File: config.mk
export PLATFORM = sky130hd
export DESIGN_NAME = pot_velocity_mapper_unit
export DESIGN_NICKNAME = d
export VERILOG_FILES = /design/src/hdl/pvm_pkg.sv /design/src/hdl/pvm_front.sv /design/src/hdl/pvm_queue.sv /design/src/hdl/pvm_back.sv /design/src/hdl/pot_velocity_mapper_unit.sv
export SDC_FILE = /design/constraint.sdc
export NUM_CORES = 1
export LEC_CHECK = 0
export BUFFER_PORTS_ARGS = -buffer_cell sky130_fd_sc_hd__buf_4
export CORE_MARGIN = 2
export CORE_UTILIZATION = 45
export CTS_CLUSTER_DIAMETER = 40
export DETAILED_ROUTE_END_ITERATION = 8
export PLACE_DENSITY = 0.65
export SLEW_MARGIN = 0
export SYNTH_ARGS = -nofsm -noshare
export SYNTH_HDL_FRONTEND = slang
export SYNTH_SLANG_ARGS = --single-unit
File: constraint.sdc
create_clock -name clk -period 11.8 [get_ports clk]
set_input_delay 3.54 -clock clk [delete_from_list [all_inputs] [get_ports clk]]
set_output_delay 3.54 -clock clk [all_outputs]
set_load 0.01 [all_outputs]
File: src/hdl/pvm_pkg.sv
// pvm_pkg: shared widths, register indexes and types for the pot velocity mapper.
// Used by every module of the block; depends on nothing.
package pvm_pkg;

	localparam int ADC_BITS_DEF = 12;
	localparam int SAMPLE_W     = 12;
	localparam int FS_W         = 15;
	localparam int VEL_W        = 16;
	localparam int SPAN_W       = 17;
	localparam int NUM_W        = SAMPLE_W + FS_W;
	localparam int CNT_W        = $clog2(NUM_W);
	localparam int QDEPTH       = 2;
	localparam int CFG_IDX_W    = 2;
	localparam int CFG_DATA_W   = 15;

	localparam logic [CFG_IDX_W-1:0] REG_REST_POINT  = 2'd0;
	localparam logic [CFG_IDX_W-1:0] REG_REST_BAND   = 2'd1;
	localparam logic [CFG_IDX_W-1:0] REG_CHANGE_BAND = 2'd2;
	localparam logic [CFG_IDX_W-1:0] REG_FULL_SCALE  = 2'd3;

	localparam logic [SAMPLE_W-1:0] REST_POINT_RST  = 12'd3106;
	localparam logic [SAMPLE_W-1:0] REST_BAND_RST   = 12'd100;
	localparam logic [SAMPLE_W-1:0] CHANGE_BAND_RST = 12'd10;
	localparam logic [FS_W-1:0]     FULL_SCALE_RST  = 15'd12800;

	typedef struct packed {
		logic [SAMPLE_W-1:0] rest_point;
		logic [SAMPLE_W-1:0] rest_band;
		logic [SAMPLE_W-1:0] change_band;
		logic [FS_W-1:0]     full_scale;
	} cfg_t;

	typedef enum logic {
		CMD_ZERO,
		CMD_SCALE
	} cmd_kind_t;

	typedef struct packed {
		cmd_kind_t           kind;
		logic                neg;
		logic [SAMPLE_W-1:0] excess;
		logic [SPAN_W-1:0]   span;
	} cmd_t;

	typedef struct packed {
		logic full;
		logic empty;
	} qstat_t;

	typedef enum logic [1:0] {
		BK_IDLE,
		BK_MUL,
		BK_DIV,
		BK_OUT
	} back_state_t;

endpackage

File: src/hdl/pvm_front.sv
// pvm_front: accepts samples, tracks the previous sample, drops small changes and
// classifies each kept sample into a zero or scale command. Depends on pvm_pkg.
module pvm_front #(
	parameter int ADC_BITS = pvm_pkg::ADC_BITS_DEF
) (
	input  logic                          clk,
	input  logic                          arst_n,
	input  pvm_pkg::cfg_t                 cfg,
	input  logic                          in_valid,
	output logic                          in_stall,
	input  logic [pvm_pkg::SAMPLE_W-1:0]  sample,
	input  pvm_pkg::qstat_t               qstat,
	output logic                          push,
	output pvm_pkg::cmd_t                 cmd
);
	import pvm_pkg::*;

	localparam int KEEP = (ADC_BITS < SAMPLE_W) ? ADC_BITS : SAMPLE_W;
	localparam int SX_W = SPAN_W + 1;
	localparam logic [SAMPLE_W-1:0] SAMPLE_MASK = SAMPLE_W'((33'd1 << KEEP) - 33'd1);
	localparam logic signed [SX_W-1:0] ADC_TOP = SX_W'((33'd1 << ADC_BITS) - 33'd1);

	logic [SAMPLE_W-1:0] prev_q;
	logic                seeded_q;
	logic [SAMPLE_W-1:0] s;
	logic [SAMPLE_W-1:0] delta;
	logic                accept;
	logic signed [SX_W-1:0] adc_x;
	logic signed [SX_W-1:0] hi_x;
	logic signed [SX_W-1:0] lo_x;
	logic signed [SX_W-1:0] span_hi;

	assign in_stall = qstat.full;
	assign accept   = in_valid && !in_stall;
	assign s        = sample & SAMPLE_MASK;
	assign delta    = (s >= prev_q) ? (s - prev_q) : (prev_q - s);
	assign push     = accept && seeded_q && !(delta < cfg.change_band);

	assign adc_x   = $signed(SX_W'(s));
	assign hi_x    = $signed(SX_W'(cfg.rest_point)) + $signed(SX_W'(cfg.rest_band));
	assign lo_x    = $signed(SX_W'(cfg.rest_point)) - $signed(SX_W'(cfg.rest_band));
	assign span_hi = ADC_TOP - hi_x;

	always_comb begin
		cmd.kind   = CMD_ZERO;
		cmd.neg    = 1'b0;
		cmd.excess = '0;
		cmd.span   = '0;
		if (adc_x > hi_x) begin
			if (span_hi > 0) begin
				cmd.kind   = CMD_SCALE;
				cmd.excess = SAMPLE_W'(adc_x - hi_x);
				cmd.span   = SPAN_W'(span_hi);
			end
		end else if (adc_x < lo_x) begin
			cmd.neg = 1'b1;
			if (lo_x > 0) begin
				cmd.kind   = CMD_SCALE;
				cmd.excess = SAMPLE_W'(lo_x - adc_x);
				cmd.span   = SPAN_W'(lo_x);
			end
		end
	end

	always_ff @(posedge clk or negedge arst_n) begin
		if (!arst_n) begin
			prev_q   <= '0;
			seeded_q <= 1'b0;
		end else if (accept) begin
			prev_q   <= s;
			seeded_q <= 1'b1;
		end
	end

endmodule

File: src/hdl/pvm_queue.sv
// pvm_queue: short command queue between the front and back parts.
// Depends on pvm_pkg for the command type and depth.
module pvm_queue #(
	parameter int DEPTH = pvm_pkg::QDEPTH
) (
	input  logic            clk,
	input  logic            arst_n,
	input  logic            push,
	input  pvm_pkg::cmd_t   wr_cmd,
	input  logic            pop,
	output pvm_pkg::cmd_t   rd_cmd,
	output pvm_pkg::qstat_t qstat
);
	import pvm_pkg::*;

	localparam int PTR_W = (DEPTH > 1) ? $clog2(DEPTH) : 1;
	localparam int CNT_W = $clog2(DEPTH + 1);

	cmd_t             mem_q [DEPTH];
	logic [PTR_W-1:0] wr_ptr_q;
	logic [PTR_W-1:0] rd_ptr_q;
	logic [CNT_W-1:0] count_q;

	assign rd_cmd      = mem_q[rd_ptr_q];
	assign qstat.full  = (count_q == CNT_W'(DEPTH));
	assign qstat.empty = (count_q == '0);

	always_ff @(posedge clk) begin
		if (push) begin
			mem_q[wr_ptr_q] <= wr_cmd;
		end
	end

	always_ff @(posedge clk or negedge arst_n) begin
		if (!arst_n) begin
			wr_ptr_q <= '0;
			rd_ptr_q <= '0;
			count_q  <= '0;
		end else begin
			if (push) begin
				wr_ptr_q <= (wr_ptr_q == PTR_W'(DEPTH - 1)) ? '0 : wr_ptr_q + 1'b1;
			end
			if (pop) begin
				rd_ptr_q <= (rd_ptr_q == PTR_W'(DEPTH - 1)) ? '0 : rd_ptr_q + 1'b1;
			end
			if (push && !pop) begin
				count_q <= count_q + 1'b1;
			end else if (pop && !push) begin
				count_q <= count_q - 1'b1;
			end
		end
	end

endmodule

File: src/hdl/pvm_back.sv
// pvm_back: executes commands: multiply by full scale, serial restoring divide,
// clamp and sign, then holds the velocity in the output register. Depends on pvm_pkg.
module pvm_back (
	input  logic                          clk,
	input  logic                          arst_n,
	input  logic [pvm_pkg::FS_W-1:0]      full_scale,
	input  pvm_pkg::cmd_t                 head,
	input  pvm_pkg::qstat_t               qstat,
	output logic                          pop,
	output logic                          out_valid,
	input  logic                          out_stall,
	output logic signed [pvm_pkg::VEL_W-1:0] velocity
);
	import pvm_pkg::*;

	localparam logic [CNT_W-1:0] CNT_LAST = CNT_W'(NUM_W - 1);

	back_state_t state_q, state_d;

	logic [SAMPLE_W-1:0] dist_q;
	logic [SPAN_W-1:0]   span_q;
	logic                neg_q;
	logic [NUM_W-1:0]    work_q;
	logic [SPAN_W-1:0]   rem_q;
	logic [CNT_W-1:0]    cnt_q;
	logic signed [VEL_W-1:0] vel_q;

	logic [SPAN_W:0]     rem_sh;
	logic                ge;
	logic [SPAN_W:0]     rem_nx;
	logic [NUM_W-1:0]    work_nx;
	logic [FS_W-1:0]     q_clamp;
	logic signed [VEL_W-1:0] vel_nx;

	assign rem_sh  = {rem_q, work_q[NUM_W-1]};
	assign ge      = (rem_sh >= {1'b0, span_q});
	assign rem_nx  = ge ? (rem_sh - {1'b0, span_q}) : rem_sh;
	assign work_nx = {work_q[NUM_W-2:0], ge};
	assign q_clamp = (work_nx > NUM_W'(full_scale)) ? full_scale : work_nx[FS_W-1:0];
	assign vel_nx  = neg_q ? -$signed({1'b0, q_clamp}) : $signed({1'b0, q_clamp});

	assign velocity = vel_q;

	always_comb begin
		state_d   = state_q;
		pop       = 1'b0;
		out_valid = 1'b0;
		unique case (state_q)
			BK_IDLE: begin
				if (!qstat.empty) begin
					pop     = 1'b1;
					state_d = (head.kind == CMD_SCALE) ? BK_MUL : BK_OUT;
				end
			end
			BK_MUL: begin
				state_d = BK_DIV;
			end
			BK_DIV: begin
				if (cnt_q == CNT_LAST) begin
					state_d = BK_OUT;
				end
			end
			BK_OUT: begin
				out_valid = 1'b1;
				if (!out_stall) begin
					state_d = BK_IDLE;
				end
			end
			default: begin
				state_d = BK_IDLE;
			end
		endcase
	end

	always_ff @(posedge clk or negedge arst_n) begin
		if (!arst_n) begin
			state_q <= BK_IDLE;
		end else begin
			state_q <= state_d;
		end
	end

	always_ff @(posedge clk) begin
		if (pop) begin
			dist_q <= head.excess;
			span_q <= head.span;
			neg_q  <= head.neg;
			vel_q  <= '0;
		end
		if (state_q == BK_MUL) begin
			work_q <= {{FS_W{1'b0}}, dist_q} * {{SAMPLE_W{1'b0}}, full_scale};
			rem_q  <= '0;
			cnt_q  <= '0;
		end
		if (state_q == BK_DIV) begin
			work_q <= work_nx;
			rem_q  <= rem_nx[SPAN_W-1:0];
			cnt_q  <= cnt_q + 1'b1;
			if (cnt_q == CNT_LAST) begin
				vel_q <= vel_nx;
			end
		end
	end

endmodule

File: src/hdl/pot_velocity_mapper_unit.sv
// pot_velocity_mapper_unit: maps potentiometer samples to signed velocity commands.
// Flow: the back takes a new command only once the last result is taken, and divides
// one bit a cycle; the front keeps taking samples while the two-entry queue has room.
// Reset: asynchronous, active low; clears seeding, queue and back state, loads
// the configuration registers with their defaults.
module pot_velocity_mapper_unit #(
	parameter int ADC_BITS = pvm_pkg::ADC_BITS_DEF
) (
	input  logic                               clk,
	input  logic                               arst_n,
	input  logic                               cfg_we,
	input  logic [pvm_pkg::CFG_IDX_W-1:0]      cfg_index,
	input  logic [pvm_pkg::CFG_DATA_W-1:0]     cfg_data,
	input  logic                               in_valid,
	output logic                               in_stall,
	input  logic [pvm_pkg::SAMPLE_W-1:0]       sample,
	output logic                               out_valid,
	input  logic                               out_stall,
	output logic signed [pvm_pkg::VEL_W-1:0]   velocity
);
	import pvm_pkg::*;

	cfg_t   cfg_q;
	qstat_t qstat;
	cmd_t   wr_cmd;
	cmd_t   head;
	logic   q_push;
	logic   q_pop;

	always_ff @(posedge clk or negedge arst_n) begin
		if (!arst_n) begin
			cfg_q.rest_point  <= REST_POINT_RST;
			cfg_q.rest_band   <= REST_BAND_RST;
			cfg_q.change_band <= CHANGE_BAND_RST;
			cfg_q.full_scale  <= FULL_SCALE_RST;
		end else if (cfg_we) begin
			unique case (cfg_index)
				REG_REST_POINT:  cfg_q.rest_point  <= cfg_data[SAMPLE_W-1:0];
				REG_REST_BAND:   cfg_q.rest_band   <= cfg_data[SAMPLE_W-1:0];
				REG_CHANGE_BAND: cfg_q.change_band <= cfg_data[SAMPLE_W-1:0];
				REG_FULL_SCALE:  cfg_q.full_scale  <= cfg_data[FS_W-1:0];
				default: begin
				end
			endcase
		end
	end

	pvm_front #(
		.ADC_BITS (ADC_BITS)
	) u_front (
		.clk      (clk),
		.arst_n   (arst_n),
		.cfg      (cfg_q),
		.in_valid (in_valid),
		.in_stall (in_stall),
		.sample   (sample),
		.qstat    (qstat),
		.push     (q_push),
		.cmd      (wr_cmd)
	);

	pvm_queue #(
		.DEPTH (QDEPTH)
	) u_queue (
		.clk    (clk),
		.arst_n (arst_n),
		.push   (q_push),
		.wr_cmd (wr_cmd),
		.pop    (q_pop),
		.rd_cmd (head),
		.qstat  (qstat)
	);

	pvm_back u_back (
		.clk        (clk),
		.arst_n     (arst_n),
		.full_scale (cfg_q.full_scale),
		.head       (head),
		.qstat      (qstat),
		.pop        (q_pop),
		.out_valid  (out_valid),
		.out_stall  (out_stall),
		.velocity   (velocity)
	);

`ifndef NO_ASSERTIONS
	a_no_overflow: assert property (@(posedge clk) disable iff (!arst_n)
		q_push |-> !qstat.full)
		else $error("command queue written while full");

	a_no_underflow: assert property (@(posedge clk) disable iff (!arst_n)
		q_pop |-> !qstat.empty)
		else $error("command queue read while empty");

	a_no_pop_on_result: assert property (@(posedge clk) disable iff (!arst_n)
		out_valid |-> !q_pop)
		else $error("command taken while a result is pending");
`endif

endmodule
# After elaboration in Yosys (flattened, before gate mapping)
# Memory sizes are Yosys's and may differ from the RTL's.
# Index checks and enable logic that the tools add are counted.
dict set report op_classes {
  n_lt_le_gt_ge 8
  n_eq_ne 11
  n_mux 35
  shift 0
  n_addsub 14
  div_mod_pow 0
  reduce_logical 19
  mul 1
  bitwise 0
}
# operator count
set ops {}
lappend ops {{2-to-1 mux 29 bit} 3}
lappend ops {{2-to-1 mux 16 bit} 4}
lappend ops {{2-to-1 mux 27 bit} 2}
lappend ops {{2-to-1 mux 17 bit} 3}
lappend ops {{subtractor 12 bit} 4}
lappend ops {{2-to-1 mux 31 bit} 1}
lappend ops {{greater-than comparator 27 x 15 -> 1 bit} 1}
lappend ops {{multiplier 12 x 15 -> 27 bit} 1}
lappend ops {{greater-or-equal comparator 18 x 17 -> 1 bit} 1}
lappend ops {{greater-than comparator 18 x 1 -> 1 bit, second input constant} 1}
lappend ops {{subtractor 17 bit} 1}
lappend ops {{negator 15 -> 16 bit} 1}
lappend ops {{2-to-1 mux 15 bit} 1}
lappend ops {{subtractor 12 x 13 -> 14 bit, first input constant} 1}
lappend ops {{adder 12 x 12 -> 13 bit} 1}
lappend ops {{greater-than comparator 12 x 13 -> 1 bit} 1}
lappend ops {{greater-than comparator 13 x 1 -> 1 bit, second input constant} 1}
lappend ops {{less-than comparator 13 bit} 1}
lappend ops {{subtractor 12 x 12 -> 13 bit} 1}
lappend ops {{greater-or-equal comparator 12 bit} 1}
lappend ops {{less-than comparator 12 bit} 1}
lappend ops {{2-to-1 mux 12 bit} 1}
lappend ops {{2-to-1 mux 2 bit} 6}
lappend ops {{2-to-1 mux 1 bit} 11}
lappend ops {{17 further kinds} 38}
dict set report totals {
  elab_cells 106
  latchBits 0
  mem_count 1
  ff_bits 165
  ram_bits 62
  rom_bits 0
}
# memory words width rd rd_clocked_by_memory_dff wr line_no
set mem_list {}
lappend mem_list {u_queue.mem_q 2 31 1 0 1 pvm_queue.sv:19} ;# cmd_t mem_q [DEPTH];

# Longest topological paths before layout
# Gate-level depths: netlist of the first run.
dict set report depth {
  depth_word 9
  ltp_mapped 28
}

# By module
# From an unflattened synthesis of the first run, not the netlist that was laid out.
dict set report hier_totals {
  hier_cells 2071
  area_unflattened_um2 20490.9
}
# mod cells_per_inst instances area_each_um2 seq_area_each_um2
set by_module_without_submodules {}
lappend by_module_without_submodules {pvm_back 1211 1 11189.5 2742.6}
lappend by_module_without_submodules {pvm_front 637 1 4790.8 325.3}
lappend by_module_without_submodules {pvm_queue 113 1 2577.5 1961.9}
lappend by_module_without_submodules {pot_velocity_mapper_unit 110 1 1933.1 1291.2}

# Worst setup path after synthesis of the first run
# No wires, ideal clock.
dict set report synth_timing {
  path_kind {in2reg}
  start {input port sample[0] (netlist name)}
  end {memory u_queue.mem_q[0][0] (netlist name), enable pin}
  setup_ns 0.414
  setup_slack_ns 2.977
  cell_stages 21
  t_arrival_ns 8.409
  required_ns 11.386
  cell_sequence {inv_1 ha_1 inv_1 fa_1 a211o_1 o211ai_1 a21oi_2 o311a_4 o31a_1 buf_4 mux2_2 ha_1 a21boi_0 o21a_1 o21ai_0 nand2b_1 a21oi_1 o21ai_0 o2111ai_1 a211oi_1 nor2b_1}
}
dict set report synth_via {
  elab_chain_len 7
}
# item line_no
set synth_lines {}
lappend synth_lines {{start, declared} pot_velocity_mapper_unit.sv:16} ;# input logic [pvm_pkg::SAMPLE_W-1:0] sample,
lappend synth_lines {{subtractor 12 bit / greater-or-equal comparator 12 bit (equally long branches)} pvm_front.sv:36} ;# assign delta = (s >= prev_q) ? (s - prev_q) : (prev_q - s);
lappend synth_lines {{2-to-1 mux 12 bit *} pvm_front.sv:36}
lappend synth_lines {{less-than comparator 12 bit *} pvm_front.sv:37} ;# assign push = accept && seeded_q && !(delta < cfg.change_band);
lappend synth_lines {{logical NOT 1 bit *} pvm_front.sv:37}
lappend synth_lines {{logical AND 1 bit *} pvm_front.sv:37}
lappend synth_lines {{net q_push} pot_velocity_mapper_unit.sv:27} ;# logic q_push;
lappend synth_lines {{2-to-1 mux 1 bit *} pvm_queue.sv:29} ;# if (push) begin
lappend synth_lines {{2-to-1 mux 1 bit (implied by the code) *} pvm_queue.sv:30} ;# mem_q[wr_ptr_q] <= wr_cmd;
lappend synth_lines {{end, declared} pvm_queue.sv:19}
# Mark *: on every way through the listed nets, which the timed path passes. The rest lies on a longest branch.

# Worst setup path in the final report of the first run
dict set report layout_timing {
  start {input port sample[0] (netlist name)}
  end {memory u_queue.mem_q[1][0] (netlist name), enable pin}
}
# Same word-level chain as after synthesis.

==> results of run 1 <==
==> synth_stat cells, drive strengths merged (7+ instances only) <==
library cell and number:
o211ai 7, o21bai 9, xor2 41, o21ai 111, nand4 15, buf 14, a31oi 9, clkbuf 68
ha 197, o21a 8, nor4 13, mux2 83, nand3 28, dfrtp 58, edfxtp 129, nand2b 21
dfxtp 16, o22ai 23, o31ai 11, a21o 38, nor2b 28, xnor2 64, a21oi 78, nor2 62
mux2i 15, a211oi 10, a21boi 10, and2 71, fa 137, dfstp 12, nor3 24, nand2 215
or3 12, inv 300
==> through the flow <==
stage                      util  instances  hold WS, ps  setup WS, ps
after floorplan               -       2018          414          2980
after global placement    0.476       2587          440          2570
after detailed placement  0.476       2587          445          2520
after CTS                 0.507       2659          456          3110
after global routing      0.507       2659          469          2690
final                     0.507       2659          462          3080
==> registers in the layout, indices dropped and copies added, names as in the netlist <==
register and flops:
cfg_q 51, u_back.cnt_q 5, u_back.dist_q 12, u_back.neg_q 1
u_back.rem_q 17, u_back.span_q 13, u_back.state_q 2, u_back.velocity 16
u_back.work_q 27, u_front.prev_q 12, u_front.seeded_q 1, u_queue.count_q 2
u_queue.mem_q 54, u_queue.rd_ptr_q 1, u_queue.wr_ptr_q 1
==> kinds of logic after synthesis <==
group                      Yosys count  synth area share
buffers and inverters              383            0.0752
DFF                                215             0.305
AOI/OAI and AO/OA                  371             0.124
muxes                               98            0.0555
xor gates and xnor gates           105            0.0471
adders and majority gates          334             0.267
other                                1          0.000192
and+or+nand+nor                    510             0.126
==> worst reg2reg max path: stages, from the launching register on <==
cell,delay (ps)
dfrtp_1,890
nand2_1,190
fa_1,600
fa_1,430
fa_1,500
inv_1,50
fa_1,520
inv_1,60
fa_1,530
inv_1,40
ha_1,220
or3_1,370
o32ai_2,380
o21ai_1,230
a221oi_2,340
o21ai_0,200
o21ba_2,260
nor3_1,170
a211oi_1,90
==> per-layer routing <==
layer / track usage / up-vias
met5: 0 / -
met4: 0.0682 / 0
met3: 0.0313 / 94
met2: 0.362 / 381
met1: 0.296 / 7078
li1: - / 6856
==> path summary, 6_finish.rpt <==
check,endpoint,cells past startpoint,slack (ps),start
setup / recovery,u_queue.mem_q[1][0],22,3080,sample[0]
hold / removal,u_front.seeded_q,2,460,u_front.seeded_q
setup reg to reg,u_back.work_q[26],18,5470,cfg_q[5]
hold reg to reg,u_front.seeded_q,2,460,u_front.seeded_q
max in group asynchronous,u_back.state_q[0],1,7970,arst_n
min in group asynchronous,u_front.prev_q[5],1,3160,arst_n
==> final cells by class <==
cell class | instances | area (sq um) | share of cell area
Timing Repair Buffer | 66 | 495 | 0.0227
Inverter | 301 | 1130 | 0.0518
Sequential cell | 215 | 5960 | 0.273
Clock buffer | 41 | 983 | 0.0451
Tap cell | 585 | 732 | 0.0336
Clock inverter | 31 | 374 | 0.0172
Multi-Input combinational cell | 1420 | 12100 | 0.556
==> impl_metrics.env, run 1 <==
export IMPL_status="finished clean"
export IMPL_rsz0062_at_grt="no"
export IMPL_routedWlPerCell_microns=18.0
export IMPL_async_flop_share=0.326
export IMPL_relSlewSlack=0.197
export IMPL_synth_ff_type="edfxtp_1"
export IMPL_hp_class="flip-flop to flip-flop"
export IMPL_yosys_warnings=0
export IMPL_cts_buffers=39
export IMPL_design_area_sq_mm=0.0218
export IMPL_worstMarginPinSlew_ps=1200
export IMPL_final_nets=2411
export IMPL_fin_crit_ps=8720
export IMPL_syn_to_final_growth_pct=11.6
export IMPL_start_util=0.454
export IMPL_crit_buf_inv=4
export IMPL_crit_path_max_fanout=14
export IMPL_core_area_sq_mm=0.0430
export IMPL_start_kind="primary input"
export IMPL_clock_latency_ps=550
export IMPL_via_count=14400
export IMPL_path_cells="buf_4, inv_1, ha_1, inv_1, fa_1, a211o_1, o211ai_1, a21oi_2, o311a_4, o31a_1, mux2_2, ha_1, a21boi_0, o21a_1, o21ai_0, nand2b_1, a21oi_1, o21ai_0, o2111ai_1, a211oi_1, and2_1, buf_4"
export IMPL_mostFrequentLayoutCells="300 x inv_1, 215 x nand2_1, 195 x ha_1, 137 x fa_1, 129 x edfxtp_1"
export IMPL_ant_nets=0
export IMPL_finClkSkew_ps=28.4
export IMPL_synth_area_per_cell_sq_um=9.68
export IMPL_timing_fmax_mhz=115
export IMPL_routabilityCongestion=0.924
export IMPL_highest_layer="met4"
export IMPL_fillers=3981
export IMPL_h_tree_depth=2
export IMPL_worst_setup_path_type="primary input to flip-flop"
export IMPL_synthesis_area_sq_mm=0.0195
export IMPL_boundaryPins=52
export IMPL_path_delay_family="compound AO/OA/AOI/OAI gates"
export IMPL_ys_seq_area_frac=0.305
export IMPL_port_buffers=51
export IMPL_met2_length_mm=22.2
export IMPL_worstPathArrival_ps=8970
export IMPL_die_w_microns=212
export IMPL_wl_met3_mm=2.59
export IMPL_cap_violations=0
export IMPL_postCtsHoldBufs=0
export IMPL_ys_ff_latch=215
export IMPL_cp_required_ps=12040
export IMPL_cts_tree="done"
export IMPL_post_cts_buffers=0
export IMPL_yosysTopAreaCellShare=0.198
export IMPL_syn_inst=2017
export IMPL_yosysUniqueCellTypes=81
export IMPL_finalSetupTns_ps=0
export IMPL_setup_viol=0
export IMPL_dieHeight_microns=212
export IMPL_drcViolationCount=0
export IMPL_antenna_found_initial=0
export IMPL_grt_start_max_net_pins=71
export IMPL_synth_edf_count=129
export IMPL_met1_length_mm=21.7
export IMPL_grt_ovfl_total=0
export IMPL_track_usage=0.218
export IMPL_fin_crit_sh=0.739
export IMPL_finalMaxSlewViolations=0
export IMPL_cts_buffer_depth=3
export IMPL_clk_pin_slew_ps=50
export IMPL_drive_gt1_frac=0.123
export IMPL_diodes=0
export IMPL_hold_viol_final=0
export IMPL_crit_path_max_incr_delay_ps=690
export IMPL_synth_top_area_cell="edfxtp_1"
export IMPL_cts_root_buf="clkbuf_16"
export IMPL_cts_resized=0
export IMPL_clkSinkCount=215
export IMPL_first_pass_iters=5
export IMPL_grt_first_pass_wirelength_mm=77.5
export IMPL_crit_slowest_cell="a211oi_1"
export IMPL_synth_area_top_cells="edfxtp_1 20%, fa_1 14%, ha_1 13%"
export IMPL_final_common_cell="inv_1"
export IMPL_grt_pass1_vias=14800
export IMPL_dieArea_sq_mm=0.0451
export IMPL_num_rows=76
export IMPL_drtIter0Drc=906
export IMPL_drt_vias_per_instance=5.42
export IMPL_cp_end_kind="flip-flop"
export IMPL_placed_area_sq_mm=0.0204
export IMPL_dpl_hpwl_mm=36.3
export IMPL_finalWirelength_mm=48.0
Power of run 1 is left out: the tool's default activity adds up to more than one toggle a clock period on the data nets, which glitch-free logic cannot reach.
==> run 2, diff against run 1 <==
Settings changed: PLACE_DENSITY 0.65 to 0.67.
Clock period 11.8 ns to 7.7 ns, I/O delays scaled along.
==> impl_metrics.env, run 2 (synthesis results as in run 1) <==
export IMPL_status="finished clean"
export IMPL_finalWirelength_mm=46.7
export IMPL_crit_path_max_incr_delay_ps=520
export IMPL_cp_required_ps=7970
export IMPL_grt_ovfl_total=0
export IMPL_grt_start_max_net_pins=74
export IMPL_grt_use_met1=0.283
export IMPL_cts_buffers=39
export IMPL_grt_first_pass_wirelength_mm=75.9
export IMPL_routedWlPerCell_microns=17.6
export IMPL_fin_crit_sh=0.866
export IMPL_clkSinkCount=215
export IMPL_core_area_sq_mm=0.0430
export IMPL_finalSetupTns_ps=0
export IMPL_worst_setup_path_type="primary input to flip-flop"
export IMPL_antenna_found_initial=0
export IMPL_dpl_hpwl_mm=35.2
export IMPL_final_nets=2412
export IMPL_fin_util=0.507
export IMPL_path_cells="buf_4, inv_1, ha_1, inv_1, fa_1, a211o_1, o211ai_1, a21oi_2, o311a_4, o31ai_2, nand2_1, o31a_1, xor2_1, ha_1, a21o_1, a2111oi_0, o21ai_0, o2111ai_1, a211oi_1, buf_4, and2_1, buf_12"
export IMPL_fin_crit_ps=6670
export IMPL_mostFrequentLayoutCells="300 x inv_1, 215 x nand2_1, 195 x ha_1, 137 x fa_1, 129 x edfxtp_1"
export IMPL_diodes=0
export IMPL_dieArea_sq_mm=0.0451
export IMPL_hp_class="flip-flop to flip-flop"
export IMPL_postCtsHoldBufs=0
export IMPL_cts_tree="done"
export IMPL_track_usage=0.214
export IMPL_start_kind="primary input"
export IMPL_busiest_layer="met2"
export IMPL_timing_fmax_mhz=150
export IMPL_use_met2=0.353
export IMPL_syn_to_final_growth_pct=11.7
export IMPL_routabilityCongestion=0.881
export IMPL_drt_vias_per_instance=5.40
export IMPL_via_count=14400
export IMPL_largestRegisters="u_queue.mem_q x54, cfg_q x51, u_back.work_q x27"
export IMPL_finalMaxSlewViolations=0
export IMPL_cts_buffer_depth=3
export IMPL_h_tree_depth=2
export IMPL_largest_register="u_queue.mem_q"
export IMPL_cts_root_buf="clkbuf_16"
export IMPL_clock_latency_ps=530
export IMPL_final_common_cell="inv_1"
export IMPL_worstPathArrival_ps=6940
export IMPL_cp_end_kind="flip-flop"
export IMPL_port_buffers=51
export IMPL_hold_viol_final=0
export IMPL_drive_gt1_frac=0.123
export IMPL_drcViolationCount=0
export IMPL_crit_slowest_cell="o31ai_2"
export IMPL_rsz0062_at_grt="no"
export IMPL_cts_resized=0
export IMPL_start_util=0.454
export IMPL_first_pass_iters=5
export IMPL_cap_violations=0
export IMPL_worstMarginPinSlew_ps=1180
export IMPL_finClkSkew_ps=13.0
export IMPL_relSlewSlack=0.210
export IMPL_num_rows=76
export IMPL_grt_pass1_vias=14600
export IMPL_die_w_microns=212
export IMPL_post_cts_buffers=0
export IMPL_crit_path_max_fanout=24
export IMPL_grt_met3_usage=0.0343
export IMPL_largest_reg_flops=54
export IMPL_setup_viol=0
export IMPL_dieHeight_microns=212
export IMPL_drtIter0Drc=833
export IMPL_ant_nets=0
export IMPL_clk_pin_slew_ps=50
export IMPL_boundaryPins=52
-- run 2: cell count changes in the layout (fill, tap and decap cells not counted), sizes merged --
cell      change
inv           -1
clkinv        -4
clkbuf        +3
clkinvlp      +1
buf           +1
-- run 2: worst max-delay path, delay by kind of cell --
family | cells | cell delay [ps]
adder cells (fa/ha/maj) | 3 | 870
buffers and inverters | 5 | 670
AND/OR/NAND/NOR | 2 | 350
XOR/XNOR | 1 | 140
AO/OA/AOI/OAI | 11 | 2580
-- run 2: path summary, 6_finish.rpt --
kind | slack, ps | to | cells after the start | from
setup / recovery | 1030 | u_queue.mem_q[1][1] | 22 | sample[0]
hold / removal | 460 | u_front.seeded_q | 2 | u_front.seeded_q
setup reg to reg | 1330 | u_back.work_q[26] | 18 | cfg_q[7]
hold reg to reg | 460 | u_front.seeded_q | 2 | u_front.seeded_q
max in group asynchronous | 5140 | u_queue.rd_ptr_q | 1 | arst_n
min in group asynchronous | 1900 | u_front.prev_q[3] | 1 | arst_n
-- run 2: metal layers --
metal	vias to the layer above	part of all wire
met4	0	0.037
met2	406	0.46
li1	6846	-
met1	7008	0.44
met5	-	0
met3	96	0.060
-- run 2: metrics by stage --
step	cells	cell area (sq um)	hold WS [ps]	setup slack, ps
6_report	2659	21800	457	1030
3_5_place_dp	2588	20500	441	565
5_1_grt	2659	21800	486	645
3_3_place_gp	2588	20500	436	661
2_1_floorplan	2018	19500	414	107
4_1_cts	2659	21800	458	1090
-- run 2: area by class of cell --
type,instances,area [sq um]
fill,3999,21200
multi-input combinational,1420,12100
sequential,215,5960
inverter,301,1130
clock buffer,44,1050
tap,585,732
timing repair buffer,67,528
clock inverter,27,289
Power of run 2 is left out for the same reason.
==> run 3, diff against run 2 <==
Settings changed: PLACE_DENSITY 0.67 to default, SKIP_LAST_GASP from default to 1.
==> impl_metrics.env, run 3 (synthesis results as in run 1) <==
export IMPL_status="finished clean"
export IMPL_routedWlPerCell_microns=17.7
export IMPL_clkSinkCount=215
export IMPL_finalMaxSlewViolations=0
export IMPL_dp_cells=2590
export IMPL_worstPathArrival_ps=6860
export IMPL_mostFrequentLayoutCells="300 x inv_1, 215 x nand2_1, 195 x ha_1, 137 x fa_1, 129 x edfxtp_1"
export IMPL_largest_reg_flops=54
export IMPL_cts_buffers=44
export IMPL_track_usage=0.218
export IMPL_finalSetupTns_ps=0
export IMPL_first_pass_iters=5
export IMPL_drtIter0Drc=742
export IMPL_syn_to_final_growth_pct=12.5
export IMPL_cp_required_ps=7970
export IMPL_hp_class="flip-flop to flip-flop"
export IMPL_fin_crit_ps=6590
export IMPL_largestRegisters="u_queue.mem_q x54, cfg_q x51, u_back.work_q x27"
export IMPL_clk_pin_slew_ps=60
export IMPL_start_util=0.454
export IMPL_cts_root_buf="clkbuf_16"
export IMPL_pre_cts_ws_ps=525
export IMPL_antenna_found_initial=0
export IMPL_cts_tree="done"
export IMPL_largest_register="u_queue.mem_q"
export IMPL_finalWirelength_mm=47.3
export IMPL_drt_vias_per_instance=5.32
export IMPL_hold_ws_ps=444
export IMPL_reg2reg_slack_ps=1330
export IMPL_die_w_microns=212
export IMPL_via_count=14200
export IMPL_cts_buffer_depth=3
export IMPL_clock_latency_ps=570
export IMPL_finClkSkew_ps=17.6
export IMPL_cp_end_kind="flip-flop"
export IMPL_grt_first_pass_wirelength_mm=76.8
export IMPL_drcViolationCount=0
export IMPL_grt_ovfl_total=0
export IMPL_port_buffers=51
export IMPL_relSlewSlack=0.237
export IMPL_dieArea_sq_mm=0.0451
export IMPL_routabilityCongestion=0.860
export IMPL_grt_pass1_vias=14600
export IMPL_hold_viol_final=0
export IMPL_diodes=0
export IMPL_final_nets=2419
export IMPL_rsz0062_at_grt="no"
export IMPL_fin_crit_sh=0.856
export IMPL_ant_nets=0
export IMPL_start_kind="primary input"
export IMPL_timing_fmax_mhz=152
export IMPL_postCtsHoldBufs=0
export IMPL_stdcell_count=2672
export IMPL_worstMarginPinSlew_ps=1140
export IMPL_num_rows=76
export IMPL_core_area_sq_mm=0.0430
export IMPL_setup_slack_ps=1110
export IMPL_post_cts_buffers=0
export IMPL_final_common_cell="inv_1"
export IMPL_dieHeight_microns=212
export IMPL_cap_violations=0
export IMPL_boundaryPins=52
export IMPL_h_tree_depth=2
export IMPL_setup_viol=0
export IMPL_crit_path_max_fanout=24
export IMPL_worst_setup_path_type="primary input to flip-flop"
export IMPL_dpl_hpwl_mm=35.4
export IMPL_drive_gt1_frac=0.126
export IMPL_cts_resized=0
export IMPL_grt_start_max_net_pins=71
[run 3: critical path, cell delays in order]
cell	delay [ps]
buf_4	120
inv_1	120
ha_1	170
inv_1	60
fa_1	410
a211o_1	310
o211ai_1	150
a21oi_2	120
o311a_4	330
o31a_1	340
mux2_2	310
ha_1	260
a21boi_0	180
o21a_1	120
o21ai_0	80
nand2b_1	80
a21oi_1	70
o21ai_0	210
o2111ai_1	140
a211oi_1	260
buf_4	190
and2_1	270
buf_12	220
[run 3: final cells by class]
cell class	instances	area, sq um
timing repair buffer	69	543
clock buffer	49	1120
sequential	215	5960
tap	585	732
multi-input combinational	1420	12100
clock inverter	33	365
fill	4030	21000
inverter	301	1130
[run 3: worst paths after layout]
check                                      end  cells after the start              from
min in group asynchronous    u_front.prev_q[1]                      1            arst_n
hold reg to reg               u_front.seeded_q                      2  u_front.seeded_q
setup reg to reg             u_back.work_q[26]                     18  u_back.dist_q[5]
hold / removal                u_front.seeded_q                      2  u_front.seeded_q
max in group asynchronous            cfg_q[14]                      2            arst_n
setup / recovery           u_queue.mem_q[1][7]                     23         sample[0]
[run 3: stage by stage]
step	instance area, sq um	utilization
3_5_place_dp	20500	0.477
6_report	22000	0.511
2_1_floorplan	19500	-
4_1_cts	22000	0.511
5_1_grt	22000	0.511
3_3_place_gp	20500	0.477
[run 3: layer usage]
metal  global-route usage  part of all wire
met3               0.0372             0.055
met5                    0                 0
met1                0.299              0.46
met2                0.352              0.46
met4               0.0740             0.027
Power of run 3 is left out for the same reason.
